$ cat src/sv/kpht_pkg.sv
package kpht_pkg;

  localparam int KEY_W        = 4;
  localparam int TIME_W       = 32;
  localparam int PHASE_W      = 2;
  localparam int CFG_IDX_W    = 4;
  localparam int CFG_DATA_W   = 32;
  localparam int NUM_KEYS_DEF = 16;
  // wide enough to hold any key count up to 256
  localparam int IDX_W        = 9;

  localparam logic [TIME_W-1:0] HOLD_RESET = 32'd1000;
  localparam logic [TIME_W-1:0] IDLE_RESET = 32'd200;

  typedef enum logic [PHASE_W-1:0] {
    PH_IDLE     = 2'd0,
    PH_PRESSED  = 2'd1,
    PH_HOLD     = 2'd2,
    PH_RELEASED = 2'd3
  } phase_t;

  typedef enum logic [CFG_IDX_W-1:0] {
    REG_HOLD_THRESHOLD = 4'd0,
    REG_IDLE_THRESHOLD = 4'd1
  } cfg_reg_t;

  typedef struct packed {
    logic [TIME_W-1:0] hold_threshold;
    logic [TIME_W-1:0] idle_threshold;
  } cfg_t;

  typedef struct packed {
    phase_t            phase;
    logic [TIME_W-1:0] stamp;
  } key_entry_t;

  localparam key_entry_t KEY_ENTRY_RESET = '{phase: PH_IDLE, stamp: '0};

  typedef struct packed {
    logic              changed;
    key_entry_t        entry;
  } key_wr_t;

  typedef struct packed {
    logic [KEY_W-1:0]  key_index;
    logic              key_level;
    logic [TIME_W-1:0] time_now;
  } in_item_t;

  typedef struct packed {
    logic [KEY_W-1:0]   key_number;
    logic [PHASE_W-1:0] key_phase;
    logic               phase_changed;
  } out_item_t;

endpackage

$ cat src/sv/kpht_if.sv
interface kpht_in_if;
  logic               valid;
  logic               ready;
  kpht_pkg::in_item_t data;

  modport source (output valid, output data, input ready);
  modport sink   (input valid, input data, output ready);
endinterface

interface kpht_out_if;
  logic                valid;
  logic                ready;
  kpht_pkg::out_item_t data;

  modport source (output valid, output data, input ready);
  modport sink   (input valid, input data, output ready);
endinterface

$ cat src/sv/kpht_cfg.sv
module kpht_cfg (
  input  logic                               clk,
  input  logic                               rst_n,
  input  logic                               cfg_we,
  input  logic [kpht_pkg::CFG_IDX_W-1:0]     cfg_index,
  input  logic [kpht_pkg::CFG_DATA_W-1:0]    cfg_wdata,
  output kpht_pkg::cfg_t                     cfg
);

  kpht_pkg::cfg_t cfg_r;
  kpht_pkg::cfg_t cfg_nxt;

  always_comb begin
    cfg_nxt = cfg_r;
    if (cfg_we) begin
      case (cfg_index)
        kpht_pkg::REG_HOLD_THRESHOLD: cfg_nxt.hold_threshold = cfg_wdata;
        kpht_pkg::REG_IDLE_THRESHOLD: cfg_nxt.idle_threshold = cfg_wdata;
        default: cfg_nxt = cfg_r;
      endcase
    end
  end

  always_ff @(posedge clk) begin
    if (!rst_n) begin
      cfg_r.hold_threshold <= kpht_pkg::HOLD_RESET;
      cfg_r.idle_threshold <= kpht_pkg::IDLE_RESET;
    end else begin
      cfg_r <= cfg_nxt;
    end
  end

  assign cfg = cfg_r;

endmodule

$ cat src/sv/kpht_state_mem.sv
module kpht_state_mem #(
  parameter int NUM_KEYS = kpht_pkg::NUM_KEYS_DEF,
  parameter int AW       = (NUM_KEYS > 1) ? $clog2(NUM_KEYS) : 1
) (
  input  logic                   clk,
  input  logic                   rst_n,
  input  logic                   rd_en,
  input  logic [AW-1:0]          rd_addr,
  input  logic                   wr_en,
  input  logic [AW-1:0]          wr_addr,
  input  kpht_pkg::key_entry_t   wr_data,
  output kpht_pkg::key_entry_t   rd_data
);

  kpht_pkg::key_entry_t mem [NUM_KEYS];
  logic [NUM_KEYS-1:0]  valid_r;
  kpht_pkg::key_entry_t rd_data_r;

  always_ff @(posedge clk) begin
    if (wr_en) begin
      mem[wr_addr] <= wr_data;
    end
  end

  // an entry never written reads as idle with a zero stamp
  always_ff @(posedge clk) begin
    if (!rst_n) begin
      valid_r <= '0;
    end else if (wr_en) begin
      valid_r[wr_addr] <= 1'b1;
    end
  end

  // write-first: a read of the address written in the same cycle sees the new entry
  always_ff @(posedge clk) begin
    if (rd_en) begin
      if (wr_en && (wr_addr == rd_addr)) begin
        rd_data_r <= wr_data;
      end else if (valid_r[rd_addr]) begin
        rd_data_r <= mem[rd_addr];
      end else begin
        rd_data_r <= kpht_pkg::KEY_ENTRY_RESET;
      end
    end
  end

  assign rd_data = rd_data_r;

endmodule

$ cat src/sv/kpht_update.sv
module kpht_update (
  input  kpht_pkg::cfg_t          cfg,
  input  kpht_pkg::in_item_t      item,
  input  logic                    in_range,
  input  kpht_pkg::key_entry_t    cur,
  output kpht_pkg::key_wr_t       upd,
  output kpht_pkg::out_item_t     result
);

  logic [kpht_pkg::TIME_W-1:0] elapsed;
  kpht_pkg::phase_t            new_phase;
  logic                        changed;

  assign elapsed = item.time_now - cur.stamp;

  always_comb begin
    new_phase = cur.phase;
    if (item.key_level) begin
      case (cur.phase)
        kpht_pkg::PH_IDLE:    new_phase = kpht_pkg::PH_PRESSED;
        kpht_pkg::PH_PRESSED: begin
          if (elapsed > cfg.hold_threshold) begin
            new_phase = kpht_pkg::PH_HOLD;
          end
        end
        // presses while released are ignored, hold stays hold
        default: new_phase = cur.phase;
      endcase
    end else if (cur.phase != kpht_pkg::PH_IDLE) begin
      new_phase = (elapsed > cfg.idle_threshold) ? kpht_pkg::PH_IDLE
                                                 : kpht_pkg::PH_RELEASED;
    end
  end

  assign changed = in_range && (new_phase != cur.phase);

  always_comb begin
    upd.changed      = changed;
    upd.entry.phase  = new_phase;
    upd.entry.stamp  = item.time_now;

    result.key_number    = item.key_index;
    result.key_phase     = in_range ? new_phase : kpht_pkg::PH_IDLE;
    result.phase_changed = changed;
  end

endmodule

$ cat src/sv/key_press_hold_release_tracker.sv
// Key press/hold/release tracker. Each item on in_ch is one sample of one key
// (index, level, timestamp); each produces exactly one item on out_ch with the
// key's new phase (0 idle, 1 pressed, 2 hold, 3 released) and whether it changed.
// Elapsed time is the wrapping 32-bit difference to the key's last phase change,
// compared strictly against hold_threshold (register 0, reset 1000) and
// idle_threshold (register 1, reset 200). Keys at or above NUM_KEYS report idle
// and unchanged. Throughput is one item per clock unless out_ch stalls. Each key's
// state is read from the per-key state memory through a registered read at
// acceptance, with same-key back-to-back samples forwarded around it. No
// clearing pass is needed after reset. Write the thresholds only while idle.
module key_press_hold_release_tracker #(
  parameter int NUM_KEYS = kpht_pkg::NUM_KEYS_DEF
) (
  input  logic                              clk,
  input  logic                              rst_n,
  kpht_in_if.sink                           in_ch,
  kpht_out_if.source                        out_ch,
  input  logic                              cfg_we,
  input  logic [kpht_pkg::CFG_IDX_W-1:0]    cfg_index,
  input  logic [kpht_pkg::CFG_DATA_W-1:0]   cfg_wdata
);

  localparam int AW = (NUM_KEYS > 1) ? $clog2(NUM_KEYS) : 1;
  localparam int PAD_W = kpht_pkg::IDX_W - kpht_pkg::KEY_W;

  kpht_pkg::cfg_t       cfg;
  kpht_pkg::key_entry_t cur;
  kpht_pkg::key_wr_t    upd;
  kpht_pkg::out_item_t  result;

  logic                 s1_valid_r, s1_valid_nxt;
  kpht_pkg::in_item_t   s1_item_r;
  logic                 out_valid_r, out_valid_nxt;
  kpht_pkg::out_item_t  out_item_r;

  logic                         advance;
  logic                         accept;
  logic [kpht_pkg::IDX_W-1:0]   in_key_ext;
  logic [kpht_pkg::IDX_W-1:0]   s1_key_ext;
  logic                         s1_in_range;

  assign advance = s1_valid_r && (!out_valid_r || out_ch.ready);
  assign in_ch.ready = !s1_valid_r || advance;
  assign accept = in_ch.valid && in_ch.ready;

  assign in_key_ext  = {{PAD_W{1'b0}}, in_ch.data.key_index};
  assign s1_key_ext  = {{PAD_W{1'b0}}, s1_item_r.key_index};
  assign s1_in_range = s1_key_ext < kpht_pkg::IDX_W'(NUM_KEYS);

  kpht_cfg u_cfg (
    .clk       (clk),
    .rst_n     (rst_n),
    .cfg_we    (cfg_we),
    .cfg_index (cfg_index),
    .cfg_wdata (cfg_wdata),
    .cfg       (cfg)
  );

  kpht_state_mem #(
    .NUM_KEYS (NUM_KEYS),
    .AW       (AW)
  ) u_mem (
    .clk     (clk),
    .rst_n   (rst_n),
    .rd_en   (accept),
    .rd_addr (in_key_ext[AW-1:0]),
    .wr_en   (advance && upd.changed),
    .wr_addr (s1_key_ext[AW-1:0]),
    .wr_data (upd.entry),
    .rd_data (cur)
  );

  kpht_update u_update (
    .cfg      (cfg),
    .item     (s1_item_r),
    .in_range (s1_in_range),
    .cur      (cur),
    .upd      (upd),
    .result   (result)
  );

  always_comb begin
    s1_valid_nxt = s1_valid_r;
    if (accept) begin
      s1_valid_nxt = 1'b1;
    end else if (advance) begin
      s1_valid_nxt = 1'b0;
    end

    out_valid_nxt = out_valid_r;
    if (advance) begin
      out_valid_nxt = 1'b1;
    end else if (out_ch.ready) begin
      out_valid_nxt = 1'b0;
    end
  end

  always_ff @(posedge clk) begin
    if (!rst_n) begin
      s1_valid_r  <= 1'b0;
      out_valid_r <= 1'b0;
    end else begin
      s1_valid_r  <= s1_valid_nxt;
      out_valid_r <= out_valid_nxt;
    end
  end

  always_ff @(posedge clk) begin
    if (accept) begin
      s1_item_r <= in_ch.data;
    end
    if (advance) begin
      out_item_r <= result;
    end
  end

  assign out_ch.valid = out_valid_r;
  assign out_ch.data  = out_item_r;

endmodule
$ cat src/flat_wrapper.sv
// flat-port wrapper written by rule: the top's interface ports become plain ports
module key_press_hold_release_tracker_flat 
#(
  parameter int NUM_KEYS = kpht_pkg::NUM_KEYS_DEF
)
  (clk, rst_n, cfg_we, cfg_index, cfg_wdata, in_ch_valid, in_ch_data, in_ch_ready, out_ch_valid, out_ch_data, out_ch_ready);
  kpht_in_if in_ch_i ();
  kpht_out_if out_ch_i ();
  input  logic clk;
  input  logic rst_n;
  input  logic cfg_we;
  input  logic [kpht_pkg::CFG_IDX_W-1:0] cfg_index;
  input  logic [kpht_pkg::CFG_DATA_W-1:0] cfg_wdata;
  input wire logic [$bits(in_ch_i.valid)-1:0] in_ch_valid;
  input wire logic [$bits(in_ch_i.data)-1:0] in_ch_data;
  output wire logic [$bits(in_ch_i.ready)-1:0] in_ch_ready;
  output wire logic [$bits(out_ch_i.valid)-1:0] out_ch_valid;
  output wire logic [$bits(out_ch_i.data)-1:0] out_ch_data;
  input wire logic [$bits(out_ch_i.ready)-1:0] out_ch_ready;
  assign in_ch_i.valid = in_ch_valid;
  assign in_ch_i.data = in_ch_data;
  assign in_ch_ready = in_ch_i.ready;
  assign out_ch_valid = out_ch_i.valid;
  assign out_ch_data = out_ch_i.data;
  assign out_ch_i.ready = out_ch_ready;
  key_press_hold_release_tracker #(.NUM_KEYS(NUM_KEYS)) u_core (.clk(clk), .rst_n(rst_n), .in_ch(in_ch_i), .out_ch(out_ch_i), .cfg_we(cfg_we), .cfg_index(cfg_index), .cfg_wdata(cfg_wdata));
endmodule
$ cat config.mk
export PLATFORM = sky130hd
export DESIGN_NAME = key_press_hold_release_tracker_flat
export DESIGN_NICKNAME = d
export VERILOG_FILES = /design/src/sv/kpht_pkg.sv /design/src/sv/kpht_if.sv /design/src/sv/kpht_cfg.sv /design/src/sv/kpht_state_mem.sv /design/src/sv/kpht_update.sv /design/src/sv/key_press_hold_release_tracker.sv /design/src/flat_wrapper.sv
export SDC_FILE = /design/constraint.sdc
export NUM_CORES = 1
export LEC_CHECK = 0
export ABC_AREA = 1
export BUFFER_PORTS_ARGS = -buffer_cell sky130_fd_sc_hd__buf_4
export CAP_MARGIN = 10
export CORE_UTILIZATION = 60
export DETAILED_ROUTE_END_ITERATION = 8
export MAX_ROUTING_LAYER = met4
export PLACE_DENSITY = 0.86
export SLEW_MARGIN = 30
export SYNTH_ARGS = -nofsm -noshare
export SYNTH_HDL_FRONTEND = slang
export SYNTH_HIERARCHICAL = 1
export SYNTH_SLANG_ARGS = --single-unit
export TNS_END_PERCENT = 5
$ cat constraint.sdc
create_clock -name clk -period 15.5 [get_ports clk]
set_input_delay 1.55 -clock clk [delete_from_list [all_inputs] [get_ports clk]]
set_output_delay 1.55 -clock clk [all_outputs]
set_load 0.01 [all_outputs]
# ---- Yosys cells after proc, flatten, opt, wreduce, memory -nomap -nowiden
# Memory sizes are Yosys's and may differ from the RTL's.
# Cells that the tools add are included.
dict set report classes {
  add_sub_neg 1
  multipliers 0
  n_div 0
  order_cmp 6
  n_eq_ne 4
  shift 0
  mux 17
  bitwise 1
  reduce_logical 17
}
# operator n
set ops {}
lappend ops {{34-bit 2-to-1 mux} 2}
lappend ops {{32-bit greater-than comparator} 2}
lappend ops {{32-bit subtractor} 1}
lappend ops {{16-bit bitwise OR} 1}
lappend ops {{4-bit by 5-bit less-than comparator with 1-bit output, second input constant} 3}
lappend ops {{1-bit 2-to-1 mux} 8}
lappend ops {{2-bit 2-to-1 mux} 4}
lappend ops {{1-bit logical AND} 6}
lappend ops {{2-bit nonzero test} 3}
lappend ops {{1-bit binary-select mux with 4-bit select} 1}
lappend ops {{1-bit demux with 4-bit select} 1}
lappend ops {{4-bit by 1-bit equality test with 1-bit output, second input constant} 1}
lappend ops {{4-bit equality test} 1}
lappend ops {{4-bit by 1-bit >= comparator with 1-bit output, second input constant} 1}
lappend ops {{4-bit zero test} 1}
lappend ops {{2-bit one-hot mux with 2 select lines} 1}
lappend ops {{2-bit AND reduction} 2}
lappend ops {{2-bit by 1-bit equality test with 1-bit output, second input constant} 1}
lappend ops {{1-bit zero test} 2}
lappend ops {{2-bit zero test} 1}
lappend ops {{1-bit logical OR} 2}
lappend ops {{2-bit inequality test} 1}
dict set report word_totals {
  register_bits 160
  latch_bits 0
  ramBits 544
  romBits 0
  in_bits 78
  word_cells 60
  n_memories 1
}
# name words width rd rd_ports_with_merged_regs wr line_no
set mem_list {}
lappend mem_list {u_core.u_mem.mem 16 34 1 0 1 kpht_state_mem.sv:15} ;# kpht_pkg::key_entry_t mem [NUM_KEYS];

# ---- Longest topological paths before layout
dict set report logic_depth {
  depth_word 10
  ltp_mapped 42
  depth_no_buf 40
}

# ---- Cells and area by module
# Netlist, hierarchy kept.
# mod instances cells_each area_per_inst_um2
set by_module_without_submodules {}
lappend by_module_without_submodules {kpht_state_mem 1 2469 25597.0}
lappend by_module_without_submodules {kpht_update 1 634 3905.0}
lappend by_module_without_submodules {kpht_cfg 1 492 3113.0}
lappend by_module_without_submodules {key_press_hold_release_tracker 1 61 1430.1}

# ---- Least setup slack after synthesis
# OpenSTA, ideal clock, no wires.
dict set report synth_timing {
  path_type {register to register}
  startpoint {register u_core/s1_item_r[0] (netlist name)}
  endpoint {memory u_core/u_mem/mem[12][0] (netlist name) (enable)}
  setup_ns 0.427
  t_arrival_ns 5.463
  required_time_ns 15.073
  slack_ns 9.610
  path_stages_with_launch 39
  path_cell_list {edfxtp_1 -> inv_1 -> ha_1 -> inv_1 -> fa_1 -> nand2_1 -> clkinv_1 -> nand2_1 -> nand2_2 -> nand2_2 -> nand2_4 -> nand2_4 -> nand3_2 -> a21boi_2 -> o21ai_2 -> nand3_1 -> nand2_1 -> xor2_1 -> (+3 left out) -> and3_1 -> nand2_1 -> nand2_1 -> nand2_1 -> nand2_1 -> nand2_1 -> nand2_1 -> nand2_1 -> nand2_1 -> nor2_1 -> nor2_1 -> buf_4 -> inv_1 -> nor2_1 -> inv_1 -> nor3_1 -> inv_1 -> nor2_1}
}
dict set report synth_between {
  elab_chain_len 10
  elab_cells_between_ends 13
  cone_classes {1 x add/sub; 2 x order compare; 1 x eq/ne; 7 x mux; 2 x reduce/logical}
}
# element line_no
set synth_rtl {}
lappend synth_rtl {{start: declaration} key_press_hold_release_tracker.sv:32} ;# kpht_pkg::in_item_t s1_item_r;
lappend synth_rtl {{start signal: assignment} key_press_hold_release_tracker.sv:110} ;# s1_item_r <= in_ch.data;
lappend synth_rtl {{32-bit subtractor (*)} kpht_update.sv:14} ;# assign elapsed = item.time_now - cur.stamp;
lappend synth_rtl {{32-bit greater-than comparator, on equally long branches} {kpht_update.sv:22, kpht_update.sv:30}}
lappend synth_rtl {{2-bit 2-to-1 mux, on equally long branches} {kpht_update.sv:22, kpht_update.sv:30}}
lappend synth_rtl {{2-bit one-hot mux with 2 select lines / 2-bit 2-to-1 mux (equally long branches)} {kpht_update.sv:19, kpht_update.sv:29}}
lappend synth_rtl {{2-bit 2-to-1 mux (*)} kpht_update.sv:18} ;# if (item.key_level) begin
lappend synth_rtl {{2-bit inequality test (*)} kpht_update.sv:35} ;# assign changed = in_range && (new_phase != cur.phase);
lappend synth_rtl {{1-bit logical AND (*)} kpht_update.sv:35}
lappend synth_rtl {{named net u_core.u_update.changed} kpht_update.sv:12} ;# logic changed;
lappend synth_rtl {{1-bit logical AND (*)} key_press_hold_release_tracker.sv:67} ;# .wr_en (advance && upd.changed),
lappend synth_rtl {{1-bit 2-to-1 mux (*)} kpht_state_mem.sv:20} ;# if (wr_en) begin
lappend synth_rtl {{1-bit 2-to-1 mux (implied by the code) (*)} kpht_state_mem.sv:21} ;# mem[wr_addr] <= wr_data;
lappend synth_rtl {{end: declaration} kpht_state_mem.sv:15}
# Mark *: on every way through the listed nets, which the timed path passes. The rest lies on a longest branch.

==> flow_metrics.py <==
metrics = {
    "run_status": {
        "outcome": "finished with violations",
        "failed_checks": "DRC",
    },
    "sta": {
        "slew_headroom_pct": 29.8,
        "max_slew.worst_pin.slew_ns": 1.05,
        "period_share_pct": 43.0,
        "fmax_ghz": 0.150,
        "finalSetupViolations": 0,
        "layout_min_cycle_time_ns": 6.66,
        "fin_setup_tns_ns": 0,
        "rsz0062_at_grt": "false",
        "maxSlewViolCount": 0,
        "skew_ns": 0.0204,
        "hold_viol": 0,
    },
    "die": {
        "rows": 86,
        "die_w_um": 240,
        "die_height_um": 240,
        "num_io_pins": 87,
        "start_util_pct": 61.2,
        "core-area_sq_um": 55600,
        "die_area_sq_um": 57700,
    },
    "cells_and_area": {
        "num_antenna_cells": 0,
        "syn2layout_area_growth_pct": 9.29,
        "layout.nets": 3827,
        "drive_above_1_share_pct": 7.50,
        "layout.cells.non_filler": 4456,
    },
    "flow_run": {
        "cap_violations": 0,
    },
    "placement": {
        "place.gp.congestion": 0.962,
        "dp.cells": 4328,
        "port_buffers": 86,
        "hpwl_um": 50800,
    },
    "cts": {
        "clkLatencyLatePin_ns": 0.63,
        "cts_setup_buffers": 0,
        "h-tree-depth": 3,
        "ctsHoldBuffers": 0,
        "ctsResizeCount": 0,
        "clock-root-buffer": "clkbuf_16",
        "numCtsBuffers": 71,
        "clockBufferDepth": 3,
        "clkTransAtPathRegs_ns": 0.06,
        "cts_sinks": 704,
        "cts_tree": "built",
    },
    "logic_synthesis": {
        "async_flop_share_pct": 0,
        "syn_inst": 3656,
        "synth_top_area_cell": "edfxtp_1",
        "synthDistinctLibCells": 52,
        "netlist_area_sq_um": 34000,
        "ys_seq_elements": 704,
        "ys.flop_type": "edfxtp_1",
        "synth_fp_nets": 3830,
        "yosys_warnings": 6,
        "avgSynthCellArea_sq_um": 9.31,
        "synthTopCellsByArea": "edfxtp_1 (55%), nand2_1 (12%), inv_1 (7.8%)",
        "synth_top_area_share_pct": 54.9,
        "synth_edf_count": 622,
        "synth_seq_area_share_pct": 59.7,
    },
    "critical_path": {
        "arrival_ns": 6.93,
        "r2r_start": "u_core/s1_item_r[0]",
        "rrSetupSlack_ns": 8.84,
        "cp-end-kind": "flop",
        "worst_setup_path_start_kind": "flop",
        "cp_slowest_stage_delay_ns": 0.77,
        "crit_path_frequent_cell": "nand2_1",
        "path_max_fanout": 18,
        "r2r_end": "u_core/u_mem/mem[12][5]",
        "r2r_cells": 38,
        "startpoint": "u_core/s1_item_r[0]",
        "crit_path_end": "u_core/u_mem/mem[12][5]",
        "cp_slowest_cell": "nor2_4",
        "crit_type": "reg2reg",
        "critPathRequiredTime_ns": 15.77,
    },
    "detailed_routing": {
        "drcViolationCount": 1,
        "ant_nets": 0,
        "post_drt_wl_per_cell_um": 19.4,
        "drt_iter0_drc": 3544,
        "route.vias.total": 25700,
        "firstDrtPassIters": 8,
        "viasPerCell": 5.76,
        "routed_wl_um": 86300,
    },
    "power": {
        "peakVddDrop_uv": 75.8,
        "pwr_density_cell_nw_per_um2": 115,
        "p_leak_nw": 16.3,
    },
    "global_route": {
        "grt_start_max_net_pins": 110,
        "grt_pass1_vias": 24700,
        "antenna_found_initial": 0,
        "grt.total_usage_pct": 31.0,
        "grt_pass1_wl_um": 132000,
        "grt_overflow_total": 0,
    },
    "worst_hold_path": {
        "hp-class": "reg2reg",
    },
}
[where the power goes]
group / switching [mW] / internal [mW] / total (mW) / leakage [nW]
clock network: 0.717 / 0.943 / 1.66 / 1.08
registers: 0.0358 / 2.10 / 2.13 / 6.33
logic: 0.320 / 0.159 / 0.479 / 8.90
[registers in the layout, summed over array words and instances, names as in the netlist]
register / cells
u_core/u_mem/mem: 544
u_core/u_cfg/cfg: 64
u_core/s1_item_r: 37
u_core/u_mem/rd_data: 34
u_core/u_mem/valid_r: 16
u_core/out_ch.data: 7
u_core/out_ch.valid: 1
u_core/s1_valid_r: 1
[cell usage in the layout (no fill, tap or decap), drive strengths merged, types with 2 or more instances in the layout]
cell	n
nand2	1057
inv	721
edfxtp	622
nand3	480
nor2	150
buf	119
clkbuf	97
ha	95
dfxtp	82
a21oi	76
nand4	71
o21ai	32
clkinv	23
xor2	21
nor3	9
o21a	9
xnor2	8
bufinv	4
clkinvlp	4
a21o	3
nand3b	3
o22ai	2
a21boi	2
a221oi	2
a211oi	2
o311ai	2
o21bai	2
nor3b	2
[per-stage QoR]
step / power [mW] / hold slack [ns] / worst slack, ns / instance area (sq um) / util (%)
3_5_place_dp: 2.63 / 0.450 / 9.03 / 35000 / 62.9
2_1_floorplan: 2.50 / 0.429 / 9.61 / 34000 / -
4_1_cts: 4.27 / 0.463 / 9.00 / 37200 / 66.9
5_1_grt: 4.41 / 0.483 / 8.27 / 37200 / 66.9
3_3_place_gp: 2.62 / 0.441 / 9.24 / 34800 / 62.6
6_report: 4.27 / 0.463 / 8.84 / 37200 / 66.9
[synth_stat cells, types with 3 or more instances]
cell type,number
buf_6,7
nand2_4,3
o21ai_0,20
buf_4,66
inv_1,708
dfxtp_1,82
ha_1,95
buf_1,13
edfxtp_1,622
nand4_1,71
xor2_1,21
xnor2_1,8
a21oi_2,5
clkbuf_1,8
a21oi_4,3
nor2_1,147
nand3_1,476
inv_2,8
buf_2,102
o21ai_1,8
nand2_1,1052
o21ai_2,4
nand3_2,4
a21oi_1,68
o21a_1,9
nor3_1,9
[cells by family (layout without fill, tap and decap cells)]
| group | after synthesis | after routing | share of synthesized area [%] |
|---|---|---|---|
| compound gates | 135 | 135 | 2.44 |
| xor+xnor | 29 | 29 | 0.746 |
| flops | 704 | 704 | 59.7 |
| simple gates | 1775 | 1775 | 22.2 |
| other cells | 1 | 1 | 0.0110 |
| fa+ha+maj | 96 | 96 | 3.55 |
| buf+inv | 916 | 968 | 11.4 |
[how the worst min path moves through the flow]
| stage | startpoint | endpoint | slack, ns | cells past startpoint |
|---|---|---|---|---|
| after floorplan | u_core/u_cfg/cfg[35] | u_core/u_cfg/cfg[35] | 0.43 | 2 |
| after global placement | u_core/u_cfg/cfg[37] | u_core/u_cfg/cfg[37] | 0.44 | 2 |
| after detailed placement | u_core/u_cfg/cfg[35] | u_core/u_cfg/cfg[35] | 0.45 | 2 |
| after CTS | u_core/u_cfg/cfg[35] | u_core/u_cfg/cfg[35] | 0.46 | 2 |
| after global routing | u_core/u_cfg/cfg[3] | u_core/u_cfg/cfg[3] | 0.48 | 2 |
| final | u_core/u_cfg/cfg[35] | u_core/u_cfg/cfg[35] | 0.46 | 2 |
[cell type report]
| cell class | instances | area [sq um] |
|---|---|---|
| clock buffer | 96 | 1920 |
| clock inverter | 32 | 300 |
| fill | 3830 | 18400 |
| inverter | 720 | 2720 |
| multi-input combinational | 2036 | 9980 |
| sequential | 704 | 20300 |
| tap | 748 | 936 |
| timing repair buffer | 120 | 1030 |
[critical path, delay by kind of cell, from the launching register on]
kind            cells  cell delay (ns)
xor+xnor            1             0.17
buf+inv             7             1.12
simple gates       25             3.14
compound gates      2             0.40
flops               1             0.63
fa+ha+maj           3             0.84
[routing by layer]
layer  global-route usage, %  wire length (um)  vias up
met5                       -                 0        -
met4                    16.2              4220        0
met3                    5.42              9960      349
met2                    49.6             41400     1804
met1                    37.7             30700    11800
li1                        -                 -    11700
Power figures use the tool's default switching activity.
